**config.mk**
```make
export PLATFORM = sky130hd
export DESIGN_NAME = fbr_ram
export DESIGN_NICKNAME = d
export VERILOG_FILES = /design/src/design/fbr_ram.sv
export SDC_FILE = /design/constraint.sdc
export NUM_CORES = 1
export LEC_CHECK = 0
export ABC_AREA = 1
export BUFFER_PORTS_ARGS = -buffer_cell sky130_fd_sc_hd__buf_2
export CELL_PAD_IN_SITES_DETAIL_PLACEMENT = 1
export CELL_PAD_IN_SITES_GLOBAL_PLACEMENT = 2
export CORE_MARGIN = 2
export CORE_UTILIZATION = 36
export CTS_BUF_LIST = sky130_fd_sc_hd__clkbuf_8 sky130_fd_sc_hd__clkbuf_16
export DETAILED_ROUTE_END_ITERATION = 8
export HOLD_SLACK_MARGIN = 0.05
export PLACE_DENSITY = 0.79
export SETUP_SLACK_MARGIN = 0.15
export SLEW_MARGIN = 10
export SYNTH_ARGS = -nofsm -noshare
export SYNTH_HDL_FRONTEND = slang
export SYNTH_SLANG_ARGS = --single-unit
```
**constraint.sdc**
```tcl
create_clock -name clk_i -period 2.06 [get_ports clk_i]
set_input_delay 0.515 -clock clk_i [delete_from_list [all_inputs] [get_ports clk_i]]
set_output_delay 0.515 -clock clk_i [all_outputs]
set_load 0.01 [all_outputs]
```
**src/design/fbr_ram.sv**
```systemverilog
// fbr_ram: generic simple dual-port ram, one write port and one registered read port
// no dependencies
module fbr_ram #(
  parameter int WIDTH = 8,
  parameter int DEPTH = 2
) (
  input  logic                     clk_i,
  input  logic                     we_i,
  input  logic [$clog2(DEPTH)-1:0] waddr_i,
  input  logic [WIDTH-1:0]         wdata_i,
  input  logic                     re_i,
  input  logic [$clog2(DEPTH)-1:0] raddr_i,
  output logic [WIDTH-1:0]         rdata_o
);

  logic [WIDTH-1:0] mem_q [DEPTH];
  logic [WIDTH-1:0] rdata_q;

  always_ff @(posedge clk_i) begin
    if (we_i) begin
      mem_q[waddr_i] <= wdata_i;
    end
    if (re_i) begin
      rdata_q <= mem_q[raddr_i];
    end
  end

  assign rdata_o = rdata_q;

endmodule

```
Yosys cells after proc, flatten, opt, wreduce, memory -nomap -nowiden
Memory sizes are Yosys's and may differ from the RTL's. A register that Yosys moved wholly into a read port is not among the register bits.
Index checks and enable logic that the tools add are counted.
{ "classes": {"mux": 2} }
{ "ops": {"columns": ["operator", "count"], "rows": [
  ["1-bit 2-to-1 mux", 2]
]} }
{ "word_totals": {"reg_bits": 0, "mem_bits_rw": 16, "output_inout_bits": 8, "word_cells": 3, "mem_count": 1} }
{ "memory_table": {"columns": ["name", "words", "word_bits", "read_ports", "rd_clocked_by_memory_dff", "write_ports", "line_no", "source"], "rows": [
  ["mem_q", 2, 8, 1, 1, 1, "16", "logic [WIDTH-1:0] mem_q [DEPTH];"]
]} }

Longest topological paths before layout
Gate-level depths: netlist (run 1).
{ "depth": {"ltp_word": 2, "depth_mapped": 4, "mapped_depth_nobuf": 3} }

Worst setup path before layout (run 1)
No wires, ideal clock.
{ "synth_path": {"path_type": "input-to-reg", "start": "in we_i", "end": "mem mem_q[0][0], enable pin", "setup_time_ns": 0.371, "t_arrival_ns": 0.904, "required_time_ns": 1.689, "setup_slack_ns": 0.785, "cell_stages": 2, "path_buffers": 0, "cell_sequence": "inv_1 -> nor2_1"} }
{ "synth_via": {"elab_chain_cells": 2} }
{ "synth_lines": {"columns": ["element", "line_no", "source"], "rows": [
  ["start: declaration", "8", "input logic we_i,"],
  ["1-bit 2-to-1 mux", "20", "if (we_i) begin"],
  ["1-bit 2-to-1 mux (implied by the code)", "21", "mem_q[waddr_i] <= wdata_i;"],
  ["end: declaration", "16", null]
]} }
Every way passes these cells.

Final worst setup path (run 1)
{ "layout_path": {"start": "reg rdata_q[6] (netlist: rdata_o[6]), read port of mem_q", "end": "out rdata_o[6]"} }
{ "layout_lines": {"columns": ["element", "line_no", "source"], "rows": [
  ["start: declaration", "17", "logic [WIDTH-1:0] rdata_q;"],
  ["end: declaration", "13", "output logic [WIDTH-1:0] rdata_o"]
]} }
No word-level cell between the ends.

==> results of run 1 <==
area by class of cell:
type | count | area, um2
Fill cell | 238 | 1202
Clock inverter | 1 | 3.754
Tap cell | 28 | 35.03
Timing Repair Buffer | 20 | 100.1
Inverter | 3 | 11.26
Sequential cell | 24 | 720.7
Clock buffer | 3 | 41.29
Multi-Input combinational cell | 26 | 97.59
placed cells by master (no fill, tap or decap):
cell type  count
inv_1          2
buf_2         20
edfxtp_1      24
clkbuf_8       3
clkinv_1       1
nand2_1       25
inv_2          1
nor2_1         1
stage by stage:
step / instance area, um2 / std cells / hold slack, ps
after floorplan: 840.8 / 54 / 487.4
after global placement: 964.7 / 101 / 513.9
after detailed placement: 964.7 / 101 / 505.6
after CTS: 1010 / 105 / 436.0
after global routing: 1010 / 105 / 431.6
final: 1010 / 105 / 442.1
power breakdown:
| part | switching (mW) | internal (mW) |
|---|---|---|
| Sequential | 0.00784 | 0.576 |
| Combinational | 0.0343 | 0.0222 |
| Clock | 0.133 | 0.133 |
state kept, by name (all words and copies together), names as in the netlist:
signal and cells:
mem_q 16, rdata_o 8
cell families after synthesis:
group         Yosys count  share of synthesized area
simple gates           26                     0.1161
flops                  24                     0.8571
buf+inv                 4                    0.02678
metal layers:
| metal | up-vias | routed length, um | track usage |
|---|---|---|---|
| li1 | 228 | - | - |
| met1 | 190 | 524 | 0.1172 |
| met2 | 17 | 503 | 0.1646 |
| met3 | 2 | 63 | 0.02857 |
| met4 | 0 | 20 | 0.06410 |
| met5 | - | 0 | 0 |
final timing paths:
check                            startpoint           to  slack, ps  cells after the start
worst max register to register  mem_q[1][6]   rdata_o[6]       1310                      2
worst max-delay path             rdata_o[6]   rdata_o[6]        790                      1
worst min register to register  mem_q[0][3]   rdata_o[3]        520                      2
worst min-delay path             wdata_i[5]  mem_q[1][5]        440                      1
==> results.md, run 1 <==
- Outcome: complete, no violations
- CTS tree: yes
- Setup Fix Bufs, Post-CTS: 0
- Hpwl dp: 872.4 um
- Die height: 52.33 um
- Lkg Pwr: between 0.4 and 0.5 nW
- Layout cell share with drive strength beyond 1: 0.3117
- Final ANT Viol Nets: 0
- CTS-repair resized insts: 0
- Clock sink count: 24
- Power Density: 896.9 nW/um2
- Setup violators final: 0
- F_max: 0.7852 GHz
- Final clock skew: 3.182 ps
- Number of buffers created by CTS: 3
- Fin worst setup slack: 786.5 ps
- Wire per inst: 10.59 um
- Pre-CTS worst setup slack: 550.8 ps
- GPL Wtd Cong: 0.6752
- CP Max Fanout: 1
- Clk Latency, worst-skew pair: 250 ps
- Worst-Margin Slew: 633.9 ps
- IO Count: 21
- Root buf cell: clkbuf_8
- Worst Setup End Kind: output pin
- CP required: 1540 ps
- Antenna violations before repair: 0
- Row count: 17
- Core area: 2212 um2
- Flops & latches, synth: 24
- Area contributors post-synth: edfxtp_1 (86%), nand2_1 (11%), buf_6 (1.3%)
- Sequential fraction of the synthesis area: 0.8571
- Cell variety after synth: 6
- RSZ-0062 raised after global routing: false
- Worst path slowest cell: edfxtp_1
- Initial Utilization: 0.3801
- Starting DRT DRC Count: 1
- Via count: 437
- Total power: 0.9056 mW
- Tcrit/Tclk final: 0.6182
- CTS max path bufs: 2
- Final min period: 1274 ps
- Global-route wire length before repair: 1945 um
- Top FF cell, synth: edfxtp_1
- Vias per cell: 4.162
- Yosys Warn Count: 0
- First-pass DRT Iterations: 2
- Fin util: 0.4564
- H-tree depth: 1
- Commonest cells post-synth: nand2_1 (25), edfxtp_1 (24), inv_1 (2)
- Antenna diodes: 0
- Number of I/O port buffers: 20
- Critical Path AT: about 760 ps
- Final Hold Viols: 0
- Max-Cap Viols: 0
- Vias in the first global route: 461
- Share of Yosys cell area claimed by the top area cell type: 0.8571
- Die area: 2738 um2
- Slew headroom: 0.5759
- Worst-path clk slew: 80 ps
- Kind of critical path: reg2out
- Min-Delay Path Class: in2reg
- CP startpoint kind: register
- Synth Cell Area: 840.8 um2
- DIE WIDTH: between 50 and 60 um
- Mapped Nets: 67
- Grt ovf: 0
- Residual DRC: 0
- Number of synthesized flops with an enable pin: 24
- Buf/Inv on CP: 1
- Post-synth ARST share: 0
- Fin. max-slew vios: 0
- Synth Instances: 54
- Sum Neg Setup Slack: 0 ps
- Hold_buf cts: 0
- Largest net degree at the start of global routing: 14
- Critical Path Max Stage Delay: between 300 and 400 ps
- Crit-path cells: buf_2
- Top delay family on crit path: flip-flops
- Global-route usage over all layers: 0.1015
- Synthesis-to-layout area growth: 20.09%
- Worst VDD drop: 0.0005018 V
- Synthesized area per cell: 15.57 um2
- Most numerous cell in the Yosys netlist: nand2_1
- Final #Nets: 91
- Area leader, netlist: edfxtp_1
- Routed WL: 1112 um
(Power assumes the default switching activity.)
==> run 2, diff against run 1 <==
--- a/config.mk
+++ b/config.mk
@@ -10,11 +10,11 @@
 export CELL_PAD_IN_SITES_DETAIL_PLACEMENT = 1
 export CELL_PAD_IN_SITES_GLOBAL_PLACEMENT = 2
 export CORE_MARGIN = 2
-export CORE_UTILIZATION = 36
+export CORE_UTILIZATION = 31
 export CTS_BUF_LIST = sky130_fd_sc_hd__clkbuf_8 sky130_fd_sc_hd__clkbuf_16
 export DETAILED_ROUTE_END_ITERATION = 8
 export HOLD_SLACK_MARGIN = 0.05
-export PLACE_DENSITY = 0.79
+export PLACE_DENSITY = 0.73
 export SETUP_SLACK_MARGIN = 0.15
 export SLEW_MARGIN = 10
 export SYNTH_ARGS = -nofsm -noshare
==> constraint.sdc (replaced) <==
create_clock -name clk_i -period 1.1 [get_ports clk_i]
set_input_delay 0.275 -clock clk_i [delete_from_list [all_inputs] [get_ports clk_i]]
set_output_delay 0.275 -clock clk_i [all_outputs]
set_load 0.01 [all_outputs]
==> run 2 against run 1 <==
Total power up 86%. Core utilization decreased by 5.3 points. Clock skew up 1.7 ps. Setup slack lost 720 ps. Critical path depth did not move. Critical path type unchanged. Critical endpoint unchanged.
==> results.md, run 2 (synthesis results as in run 1) <==
- Antenna violations before repair: 0
- Sum Neg Setup Slack: 0 ps
- Final ANT Viol Nets: 0
- Die area: between 3000 and 4000 um2
- Area occupied by multi-input gates: 100.1 um2
- Clock sink count: 24
- Most common cell after layout, fill and taps aside: nand2_1
- Clk Latency, worst-skew pair: 260 ps
- Row count: 18
- Max FFs per register: 16
- Global-route usage over all layers: 0.08317
- Slew headroom: 0.8164
- Kind of critical path: reg2out
- Fin util: 0.4038
- Commonest non-fill, non-tap cells in the layout: nand2_1 (25), edfxtp_1 (24), buf_2 (20)
- Core area: ~2500 um2
- Lkg Pwr: 0.4277 nW
- CTS tree: yes
- Power Density: 1653 nW/um2
- Synthesis-to-layout area growth: 21.13%
- Routed WL: 1125 um
- Final Hold Viols: 0
- GPL Wtd Cong: 0.7025
- Vias in the first global route: 420
- IO Count: 21
- Tcrit/Tclk final: 0.9426
- Final min period: between 1000 and 1500 ps
- H-tree depth: 1
- Final clock skew: slightly below 5 ps
- CTS max path bufs: 2
- CTS-repair resized insts: 0
- F_max: 0.9645 GHz
- Outcome: complete, no violations
- Critical Path Max Stage Delay: approximately 360 ps
- First-pass DRT Iterations: 2
- Root buf cell: clkbuf_8
- Largest reg by FF count: mem_q
- Top delay family on crit path: flip-flops
- Worst VDD drop: 0.0006700 V
- Worst path slowest cell: edfxtp_1
- Die height: 56.08 um
- Min-Delay Path Class: in2reg
- Register area: 720.7 um2
- Antenna diodes: 0
- Number of I/O port buffers: 20
- Worst Setup End Kind: output pin
- Wire per inst: about 11 um
- Buf/Inv on CP: 1
- Filler cell count: around 280
- Largest net degree at the start of global routing: 13
- Worst-Margin Slew: between 200 and 300 ps
- Critical Path AT: 760 ps
- Crit-path cells: buf_2
- Layout cell share with drive strength beyond 1: 0.3377
- CP Max Fanout: 1
- Grt ovf: 0
- Via count: 454
- Vias per cell: 4.243
- Final #Nets: 92
- Global-route wire length before repair: 1828 um
- DIE WIDTH: 56.08 um
- Number of buffers created by CTS: 3
- RSZ-0062 raised after global routing: true
- Fin. max-slew vios: 0
- CP required: 820 ps
- Initial Utilization: 0.3333
- Setup violators final: 0
- Starting DRT DRC Count: 17
- Residual DRC: 0
- Worst-path clk slew: roughly 70 ps
- Setup Fix Bufs, Post-CTS: 0
- CP startpoint kind: register
- Max-Cap Viols: 0
run 2: cell types whose count changed in the layout (fill, tap and decap cells not counted):
cell and change:
clkinv_1 -1, nor2_2 +1, buf_4 +1, nor2_1 -1
run 2: area by class of cell:
class                           count  share of cell area
Sequential cell                    24              0.7076
Timing Repair Buffer               21              0.1057
Multi-Input combinational cell     26             0.09828
Clock buffer                        3             0.04054
Tap cell                           30             0.03685
Inverter                            3             0.01106
run 2: power breakdown:
part           switching, mW  internal [mW]
Clock                  0.235          0.244
Combinational         0.0670         0.0444
Sequential            0.0136           1.08
Total                  0.316           1.37
run 2: worst paths after layout:
check	to	cells past startpoint	startpoint	slack (ps)
setup reg to reg	rdata_o[2]	2	mem_q[0][2]	350
hold / removal	mem_q[1][1]	1	wdata_i[1]	200
hold reg to reg	rdata_o[0]	2	mem_q[0][0]	520
setup / recovery	rdata_o[6]	1	rdata_o[6]	60
run 2: what timing repair did:
item / 4_1_cts / 5_1_grt
setup endpoints to repair: 8 / 8
hold buffers: 0 / 0
pin swaps: 0 / 0
run 2: metal layers:
layer,vias to the layer above,track usage,routed length [um]
met2,19,0.1244,526
met5,-,0,0
met3,4,0.01395,67
li1,229,-,-
met4,0,0.1020,57
met1,202,0.08969,474
run 2: through the flow:
| step | std cells | power [mW] | hold slack, ps | cell area, um2 | setup slack, ps |
|---|---|---|---|---|---|
| after floorplan | 54 | 1.167 | 373.9 | 843.3 | 217.7 |
| after global placement | 104 | 1.224 | 468.1 | 977.2 | 144.5 |
| after detailed placement | 104 | 1.228 | 470.7 | 977.2 | 134.5 |
| after CTS | 107 | 1.713 | 194.2 | 1018 | 46.74 |
| after global routing | 107 | 1.745 | 195.6 | 1018 | 28.36 |
| final | 107 | 1.683 | 203.2 | 1018 | 63.19 |
